### config.mk
export PLATFORM = sky130hd
export DESIGN_NAME = scalar_kalman_filter_top
export DESIGN_NICKNAME = d
export VERILOG_FILES = /design/src/rtl/skf_pkg.sv /design/src/rtl/scalar_kalman_filter_top.sv
export SDC_FILE = /design/constraint.sdc
export NUM_CORES = 1
export LEC_CHECK = 0
export ABC_CLOCK_PERIOD_IN_PS = 11050
export BUFFER_PORTS_ARGS = -buffer_cell sky130_fd_sc_hd__buf_2
export CORE_AREA = 10 10 305 307
export DETAILED_ROUTE_END_ITERATION = 16
export DIE_AREA = 0 0 315 317
export SLEW_MARGIN = 20
export SYNTH_ARGS = -nofsm -noshare
export SYNTH_HDL_FRONTEND = slang
export SYNTH_SLANG_ARGS = --single-unit
### constraint.sdc
create_clock -name clock -period 11.05 [get_ports clock]
set_input_delay 2.21 -clock clock [delete_from_list [all_inputs] [get_ports clock]]
set_output_delay 2.21 -clock clock [all_outputs]
set_load 0.02 [all_outputs]
### src/rtl/skf_pkg.sv
// ----------------------------------------------------------------------------
// skf_pkg: shared types and constants of the scalar kalman filter
// register indexes, reset values, sequencer states and step counts
// ----------------------------------------------------------------------------
package skf_pkg;

   localparam int unsigned DATA_W  = 32;
   localparam int unsigned MEAS_W  = 16;
   localparam int unsigned GAIN_W  = 17;
   localparam int unsigned CNT_W   = 5;
   localparam int unsigned IDX_W   = 2;

   // one quotient or multiplier bit per cycle
   localparam logic [CNT_W-1:0] LAST_STEP = 5'd16;

   localparam logic [GAIN_W-1:0] GAIN_ONE = 17'h10000;

   localparam logic [IDX_W-1:0] REG_INIT_ESTIMATE = 2'd0;
   localparam logic [IDX_W-1:0] REG_INIT_VARIANCE = 2'd1;
   localparam logic [IDX_W-1:0] REG_PROCESS_NOISE = 2'd2;
   localparam logic [IDX_W-1:0] REG_MEASURE_NOISE = 2'd3;

   localparam logic [DATA_W-1:0] RST_INIT_ESTIMATE = 32'd0;
   localparam logic [DATA_W-1:0] RST_INIT_VARIANCE = 32'd65536;
   localparam logic [DATA_W-1:0] RST_PROCESS_NOISE = 32'd655;
   localparam logic [DATA_W-1:0] RST_MEASURE_NOISE = 32'd65536;

   typedef enum logic [2:0] {
      ST_IDLE,
      ST_PRED,
      ST_DEN,
      ST_DIV,
      ST_MUL,
      ST_FIN
   } state_type;

endpackage

### src/rtl/scalar_kalman_filter_top.sv
// ----------------------------------------------------------------------------
// scalar_kalman_filter_top: one-dimensional kalman filter, a = h = 1
//
// req channel: one signed 16-bit measurement word per valid/ready handshake.
// rsp channel: one signed q16.16 filtered estimate word per request.
// csr port: plain write port, index 0 initial estimate, 1 initial variance,
// 2 process noise, 3 measurement noise. writes to 0 or 1 reload the state.
// write csr only while no request is in flight.
// each request runs through prediction and the denominator, then the
// bit-serial restoring divider for the gain, then the bit-serial shift-add
// multipliers for correction and variance, then writeback. one request is
// worked on at a time; the next one can be taken once the response is
// loaded into the output register.
// req_ready is high only while the sequencer is idle.
// the response sits in an output register; a stalled receiver holds the
// finished result in writeback until the output register frees up.
// reset: synchronous, active high; csr return to their reset values, the
// estimate and variance load from them, no response is pending.
// ----------------------------------------------------------------------------
module scalar_kalman_filter_top (
   input  logic                              clock,
   input  logic                              reset,
   input  logic                              req_valid,
   output logic                              req_ready,
   input  logic signed [skf_pkg::MEAS_W-1:0] req_measurement,
   output logic                              rsp_valid,
   input  logic                              rsp_ready,
   output logic signed [skf_pkg::DATA_W-1:0] rsp_filtered_estimate,
   input  logic                              csr_wr_en,
   input  logic        [skf_pkg::IDX_W-1:0]  csr_index,
   input  logic        [skf_pkg::DATA_W-1:0] csr_wdata
);
   import skf_pkg::*;

   state_type state_ff, state_in;
   logic [CNT_W-1:0] cnt_ff, cnt_in;

   logic [DATA_W-1:0] init_est_ff, init_est_in;
   logic [DATA_W-1:0] init_var_ff, init_var_in;
   logic [DATA_W-1:0] q_ff, q_in;
   logic [DATA_W-1:0] r_ff, r_in;

   logic [DATA_W-1:0] est_ff, est_in;
   logic [DATA_W-1:0] var_ff, var_in;

   logic signed [33:0] res_ff, res_in;
   logic [DATA_W-1:0] p_ff, p_in;
   logic [DATA_W-1:0] den_ff, den_in;
   logic              den_zero_ff, den_zero_in;
   logic [DATA_W-1:0] rem_ff, rem_in;
   logic [GAIN_W-1:0] quo_ff, quo_in;
   logic [GAIN_W-1:0] ma_ff, ma_in;
   logic [GAIN_W-1:0] mb_ff, mb_in;
   logic signed [50:0] acc1_ff, acc1_in;
   logic [48:0] acc2_ff, acc2_in;

   logic              rsp_valid_ff, rsp_valid_in;
   logic [DATA_W-1:0] rsp_data_ff, rsp_data_in;

   logic [32:0] p_sum, den_sum, rem_sh, rem_diff;
   logic        div_bit, div_ge;
   logic signed [33:0] meas_q16, est_wide;
   logic signed [50:0] res_ext;
   logic [48:0] p_ext;
   logic [34:0] corr;
   logic [35:0] nx_sum;
   logic [DATA_W-1:0] nx_sat;
   logic        out_free;

   always_comb begin
      p_sum    = {1'b0, var_ff} + {1'b0, q_ff};
      den_sum  = {1'b0, p_ff} + {1'b0, r_ff};
      div_bit  = (cnt_ff == '0) ? p_ff[0] : 1'b0;
      rem_sh   = {rem_ff, div_bit};
      rem_diff = rem_sh - {1'b0, den_ff};
      div_ge   = (rem_sh >= {1'b0, den_ff});
      meas_q16 = {{2{req_measurement[MEAS_W-1]}}, req_measurement, 16'b0};
      est_wide = {{2{est_ff[DATA_W-1]}}, est_ff};
      res_ext  = {{17{res_ff[33]}}, res_ff};
      p_ext    = {17'b0, p_ff};
      corr     = acc1_ff[50:16];
      nx_sum   = {{4{est_ff[DATA_W-1]}}, est_ff} + {corr[34], corr};
      if (nx_sum[35:31] == 5'b00000 || nx_sum[35:31] == 5'b11111) begin
         nx_sat = nx_sum[31:0];
      end else if (nx_sum[35]) begin
         nx_sat = 32'h8000_0000;
      end else begin
         nx_sat = 32'h7FFF_FFFF;
      end
      out_free = !rsp_valid_ff || rsp_ready;
   end

   always_comb begin
      state_in     = state_ff;
      cnt_in       = cnt_ff;
      init_est_in  = init_est_ff;
      init_var_in  = init_var_ff;
      q_in         = q_ff;
      r_in         = r_ff;
      est_in       = est_ff;
      var_in       = var_ff;
      res_in       = res_ff;
      p_in         = p_ff;
      den_in       = den_ff;
      den_zero_in  = den_zero_ff;
      rem_in       = rem_ff;
      quo_in       = quo_ff;
      ma_in        = ma_ff;
      mb_in        = mb_ff;
      acc1_in      = acc1_ff;
      acc2_in      = acc2_ff;
      rsp_valid_in = rsp_valid_ff && !rsp_ready;
      rsp_data_in  = rsp_data_ff;

      if (csr_wr_en) begin
         case (csr_index)
            REG_INIT_ESTIMATE: begin
               init_est_in = csr_wdata;
               est_in      = csr_wdata;
               var_in      = init_var_ff;
            end
            REG_INIT_VARIANCE: begin
               init_var_in = csr_wdata;
               est_in      = init_est_ff;
               var_in      = csr_wdata;
            end
            REG_PROCESS_NOISE: q_in = csr_wdata;
            REG_MEASURE_NOISE: r_in = csr_wdata;
            default: ;
         endcase
      end

      case (state_ff)
         ST_IDLE: begin
            if (req_valid) begin
               res_in   = meas_q16 - est_wide;
               state_in = ST_PRED;
            end
         end
         ST_PRED: begin
            p_in     = p_sum[32] ? '1 : p_sum[31:0];
            state_in = ST_DEN;
         end
         ST_DEN: begin
            den_in      = den_sum[32] ? '1 : den_sum[31:0];
            den_zero_in = (den_sum == '0);
            rem_in      = {1'b0, p_ff[31:1]};
            quo_in      = '0;
            cnt_in      = '0;
            state_in    = ST_DIV;
         end
         ST_DIV: begin
            rem_in = div_ge ? rem_diff[31:0] : rem_sh[31:0];
            quo_in = {quo_ff[GAIN_W-2:0], div_ge && !den_zero_ff};
            cnt_in = cnt_ff + 1'b1;
            if (cnt_ff == LAST_STEP) begin
               ma_in    = {quo_ff[GAIN_W-2:0], div_ge && !den_zero_ff};
               mb_in    = GAIN_ONE - {quo_ff[GAIN_W-2:0], div_ge && !den_zero_ff};
               acc1_in  = '0;
               acc2_in  = '0;
               cnt_in   = '0;
               state_in = ST_MUL;
            end
         end
         ST_MUL: begin
            acc1_in = {acc1_ff[49:0], 1'b0} + (ma_ff[GAIN_W-1] ? res_ext : '0);
            acc2_in = {acc2_ff[47:0], 1'b0} + (mb_ff[GAIN_W-1] ? p_ext : '0);
            ma_in   = {ma_ff[GAIN_W-2:0], 1'b0};
            mb_in   = {mb_ff[GAIN_W-2:0], 1'b0};
            cnt_in  = cnt_ff + 1'b1;
            if (cnt_ff == LAST_STEP) begin
               state_in = ST_FIN;
            end
         end
         ST_FIN: begin
            if (out_free) begin
               est_in       = nx_sat;
               var_in       = acc2_ff[47:16];
               rsp_data_in  = nx_sat;
               rsp_valid_in = 1'b1;
               state_in     = ST_IDLE;
            end
         end
         default: state_in = ST_IDLE;
      endcase
   end

   always_ff @(posedge clock) begin
      if (reset) begin
         state_ff     <= ST_IDLE;
         cnt_ff       <= '0;
         init_est_ff  <= RST_INIT_ESTIMATE;
         init_var_ff  <= RST_INIT_VARIANCE;
         q_ff         <= RST_PROCESS_NOISE;
         r_ff         <= RST_MEASURE_NOISE;
         est_ff       <= RST_INIT_ESTIMATE;
         var_ff       <= RST_INIT_VARIANCE;
         rsp_valid_ff <= 1'b0;
      end else begin
         state_ff     <= state_in;
         cnt_ff       <= cnt_in;
         init_est_ff  <= init_est_in;
         init_var_ff  <= init_var_in;
         q_ff         <= q_in;
         r_ff         <= r_in;
         est_ff       <= est_in;
         var_ff       <= var_in;
         rsp_valid_ff <= rsp_valid_in;
      end
   end

   always_ff @(posedge clock) begin
      res_ff      <= res_in;
      p_ff        <= p_in;
      den_ff      <= den_in;
      den_zero_ff <= den_zero_in;
      rem_ff      <= rem_in;
      quo_ff      <= quo_in;
      ma_ff       <= ma_in;
      mb_ff       <= mb_in;
      acc1_ff     <= acc1_in;
      acc2_ff     <= acc2_in;
      rsp_data_ff <= rsp_data_in;
   end

   assign req_ready             = (state_ff == ST_IDLE);
   assign rsp_valid             = rsp_valid_ff;
   assign rsp_filtered_estimate = rsp_data_ff;

endmodule

* Yosys cells after proc, flatten, opt, wreduce, memory -nomap -nowiden *
Index checks and enable logic that the tools add are counted.

operators by class
  order comparisons = 1
  equal/unequal tests = 14
  mux-type cells = 33
  add/sub/neg operators = 9
  reductions and logical operators = 23

operator list
  kind                                     number
  two-way mux 32 bit                       10
  case mux 32 bit (2 select lines)         3
  two-way mux 51 bit                       2
  case mux 51 bit (2 select lines)         1
  case mux 48 bit (2 select lines)         1
  case mux 17 bit (2 select lines)         2
  adder 32 x 32 -> 33 bit                  2
  adder 51 bit                             1
  adder 48 x 32 -> 48 bit                  1
  two-way mux 48 bit                       1
  adder 32 x 35 -> 36 bit                  1
  two-way mux 17 bit                       2
  >= comparator 33 x 32 -> 1 bit           1
  zero test 33 bit                         1
  subtractor 32 x 32 -> 33 bit             1
  case mux 16 bit (2 select lines)         1
  subtractor 32 bit                        1
  case mux 3 bit (6 select lines)          1
  subtractor 17 bit, first input constant  1
  case mux 5 bit (3 select lines)          1
  AND reduction 2 bit                      7
  two-way mux 3 bit                        4
  == test 5 bit, second input constant     2
  zero test 5 bit                          2
  17 further kinds                         30

word-level totals
  input bits = 55
  bits in registers = 513
  logic and storage cells = 100
  output and inout port bits = 34

* Depth between registers and ports, before layout *
  word-level depth = 7
  mapped depth = 20
  gate-level depth less buffers = 18

* Worst setup path before layout *
OpenSTA, ideal clock, no wires.

  path type = reg-to-reg
  start point = reg state_ff[2]
  end point = reg acc1_ff[0] (enable)
  setup time = 0.806 ns
  data arrival time = 10.241 ns
  period minus slack after synthesis = 11.047 ns
  required time = 10.244 ns
  cell stages (with the launch flop) = 6
  path slack = 0.003 ns
  path buffers = 1
  cell sequence = dfxtp_1 > nand2b_1 > inv_1 > nand2_1 > clkbuf_1 > o21ai_0

on the way
  cells in the longest elaborated chain, start to end = 3
  elaborated cells on any way between the ends = 5
  classes of those cells = eq/ne: 3; reduce/logical: 2

RTL lines
  item                                                                          line                             RTL
  from (decl)                                                                   scalar_kalman_filter_top.sv:35   state_type state_ff, state_in;
  from (signal assigned)                                                        scalar_kalman_filter_top.sv:200  state_ff <= state_in;
  == test 3 x 2 -> 1 bit or == test 3 bit (tied branches)                       scalar_kalman_filter_top.sv:133  case (state_ff)
  inequality test 2 bit (no source line) or nonzero test 2 bit (tied branches)  -
  AND reduction 2 bit (no source line) *                                        -
  to (signal assigned)                                                          scalar_kalman_filter_top.sv:221  acc1_ff <= acc1_in;
  to (decl)                                                                     scalar_kalman_filter_top.sv:54   logic signed [50:0] acc1_ff, acc1_in;

Mark *: on every way between the ends. The rest lies on a longest branch, timed or not.
A chain may end at the register's enable or synchronous reset.

* Final worst setup path *
  start point = reg mb_ff[16]
  end point = reg acc2_ff[47], data pin

on the way
  cells in the longest elaborated chain, start to end = 3

RTL lines
  item                              line                             RTL
  from (decl)                       scalar_kalman_filter_top.sv:53   logic [GAIN_W-1:0] mb_ff, mb_in;
  from (signal assigned)            scalar_kalman_filter_top.sv:220  mb_ff <= mb_in;
  two-way mux 32 bit                scalar_kalman_filter_top.sv:167  acc2_in = {acc2_ff[47:0], 1'b0} + (mb_ff[GAIN_W-1] ? p_ext : '0);
  adder 48 x 32 -> 48 bit           scalar_kalman_filter_top.sv:167
  case mux 48 bit (2 select lines)  scalar_kalman_filter_top.sv:133
  to (signal assigned)              scalar_kalman_filter_top.sv:222  acc2_ff <= acc2_in;
  to (decl)                         scalar_kalman_filter_top.sv:55   logic [48:0] acc2_ff, acc2_in;

No other way between the ends.

==> flow_summary.toml <==
[run_status]
status = "finished clean"

[cts]
htreeDepth = 2
clk-insertion-delay-late_ps = 640
clockBufferDepth = 3
clock_sinks = 511
cts-root-buf = "clkbuf_16"
path_clk_slew_ps = 60
postCtsHoldBufs = 0
numCtsBuffers = 56
post_cts_buffers = 0
cts_tree = "done"
cts_resized = 0

[drt]
drt-initial-drc-count = 1709
drc = 0
viasPerCell = 5.351
drt_first_pass_iters = 6
avgRoutedWirePerCell_microns = 18.48
drt-total-wl_microns = 87340
vias = 25292
postRouteAntennaNets = 0

[sta]
final_max_slew_viol_count = 0
period_minus_slack_ps = 4757
finalSetupViolCount = 0
grt_setup_unrepaired = "no"
tns_ps = 0
postLayoutSetupSlackWorst_ps = 6293
fin_crit_sh_pct = 43.05
clock.fmax_mhz = 210.2
hold_violations = 0
whs_ps = 453.3
finClkSkew_ps = 38.39
worst_pin_slew_ps = 1083
slew-limit-headroom_pct = 27.78

[floorplanning]
row_count = 108
dieArea_sq_um = 99860
coreArea_sq_um = 86620
die_h_microns = 317
boundaryPins = 89
start_util_pct = 36.90
die_w_microns = 315

[setup_path]
critical_path_class = "reg -> reg"
cp_slowest_cell = "edfxtp_1"
worst_r2r_endpoint = "acc2_ff[47]"
critPathArrivalTime_ps = 5200
path_cells = "and2_1 > ha_1 > inv_1 > fa_1 > nor2b_1 > o21a_1 > o21ai_0 > a2111oi_2 > nor4_1 > o31ai_1 > a21boi_0 > o31a_1 > or3_1 > a21oi_1"
critPathMaxStageDelay_ps = 930
r2r_cells = 14
endpoint_kind = "register"
crit_buf_inv = 1
critPathTopFamily = "compound AO/OA/AOI/OAI gates"
start_kind = "register"
rr_startpoint = "mb_ff[16]"
reg2reg_slack_ps = 6290
cp_max_fo = 32
cp.required_ps = 11500

[yosys]
synth-seq-cells = 511
seq_area_frac_synth_pct = 41.71
ys.flop_type = "edfxtp_1"
synth.avg_cell_area_sq_um = 9.124
synth_top_cell_area_share_pct = 29.13
syn-num-nets = 3795
synth_edf_count = 310
synth_area_leaders = "edfxtp_1, dfxtp_1, ha_1"
synth_area_leader_cell = "edfxtp_1"
async_flop_share_pct = 0
synth_cell_types = 76
synth.cell_area_sq_um = 31960
ys_warn_count = 0
synthCells = 3503

[global_routing]
grt_pass1_vias = 24094
grt_pass1_wl_microns = 137300
gr-usage-all-layers_pct = 17.08
grt_max_degree = 85
antenna_found_initial = 13
overflow = 0

[placed_design]
dp.cells = 4620
io_buffers = 88
dp_slack_ps = 6276
dpl.hpwl_microns = 64240
gp_congestion = 0.8621

[min_path]
holdPathStages = 2
hp-start = "init_var_ff[29]"
hold-path-endpoint = "init_var_ff[29]"
hp-class = "reg -> reg"

[power_and_ir_drop]
switching_share_pct = 31.15
vdd_drop_max_uv = 128.0
seq_power_share_pct = 41.8
intPower_mw = 3.857
power.density_nw_per_um2 = 158.2
pwr-share-comb_pct = 23.9
p_leak_nw = 14.52
switchingPower_mw = 1.745
pwr-share-clk_pct = 34.4

[cells_and_area]
area_delta_synth_final_pct = 10.82
largest_reg_flops = 51
n_fill_cell = 8628
reg_top3 = "acc1_ff x51, acc2_ff x48, res_ff x33"
largest-register = "acc1_ff"
final_cells = 4727
drive_gt1_share_pct = 7.339
fin_nets = 3815

[flow_run]
cap_violations = 0
## cell type report
class                   instances  area [sq um]  share of cell area (%)
inverters                     109         409.1                   1.155
well taps                    1155          1445                   4.080
multi-input cells            2730         17690                   49.96
clock buffers                  78          1652                   4.663
flip-flops and latches        511         13330                   37.64
clock inverters                27         229.0                  0.6465
repair buffers                115         651.9                   1.840
diodes                          2         5.005                 0.01413
## synthesized netlist by cell type (107+ instances only)
cell type and number:
nand2_1 507, a21oi_1 355, edfxtp_1 310, nor2_1 279
ha_1 231, dfxtp_1 201, o21ai_0 186, a21o_1 134
clkbuf_1 132, xnor2_1 131, inv_1 109, a211oi_1 107
## power groups by stage
| stage | clock (mW) | combinational [mW] | sequential [mW] |
|---|---|---|---|
| 3_5_place_dp | 0 | 1.33 | 2.38 |
| 2_1_floorplan | 0 | 1.01 | 2.34 |
| 5_1_grt | 2.04 | 1.50 | 2.35 |
| 6_report | 1.92 | 1.34 | 2.34 |
| 3_3_place_gp | 0 | 1.32 | 2.38 |
| 4_1_cts | 1.97 | 1.34 | 2.34 |
## metrics by stage
step / power (mW) / area [sq um] / util (%)
CTS: 5.645 / 35410 / 40.88
floorplan: 3.355 / 31960 / -
global route: 5.894 / 35420 / 40.89
global placement: 3.698 / 33520 / 38.70
detailed placement: 3.711 / 33530 / 38.71
finish: 5.602 / 35420 / 40.89
## layer usage
| layer | track usage [%] | wire (microns) | vias to the layer above |
|---|---|---|---|
| li1 | - | - | 12670 |
| met1 | 23.37 | 40970 | 11967 |
| met2 | 27.48 | 39530 | 513 |
| met3 | 2.856 | 4548 | 126 |
| met4 | 4.859 | 2186 | 16 |
| met5 | 0 | 96 | - |
## worst min-delay path, stage by stage (launching register included)
cell,delay [ps]
dfxtp_1,310
nand2_1,50
a21oi_1,50
## logic make-up after synthesis
family	count (synthesis)	share of synthesized area, %
simple gates	1181	16.79
buf+inv	262	3.163
xor+xnor	233	6.385
compound gates	984	19.55
fa+ha+maj	237	9.419
flops	511	41.71
mux	95	2.979
## worst max path at each step
stage	start	endpoint	cells after the start
after floorplan	state_ff[2]	acc1_ff[0]	5
after global placement	mb_ff[16]	acc2_ff[46]	14
after detailed placement	rsp_ready	est_ff[18]	8
after CTS	mb_ff[16]	acc2_ff[47]	14
after global routing	mb_ff[16]	acc2_ff[47]	14
final	mb_ff[16]	acc2_ff[47]	14
## placed cells by master, fill, tap and decap left out, drive strengths merged, types with 32 or more instances in the layout
| master | instances |
|---|---|
| nand2 | 507 |
| ha | 231 |
| and3 | 48 |
| a211oi | 118 |
| buf | 115 |
| mux2i | 94 |
| dfxtp | 201 |
| nor2 | 279 |
| and2 | 75 |
| a21o | 134 |
| nand2b | 60 |
| xor2 | 102 |
| nand3 | 48 |
| o21bai | 32 |
| o21ai | 192 |
| nor3 | 41 |
| clkbuf | 78 |
| xnor2 | 131 |
| edfxtp | 310 |
| a21oi | 355 |
| inv | 111 |
Note: power is estimated with default switching activity, not from simulation.
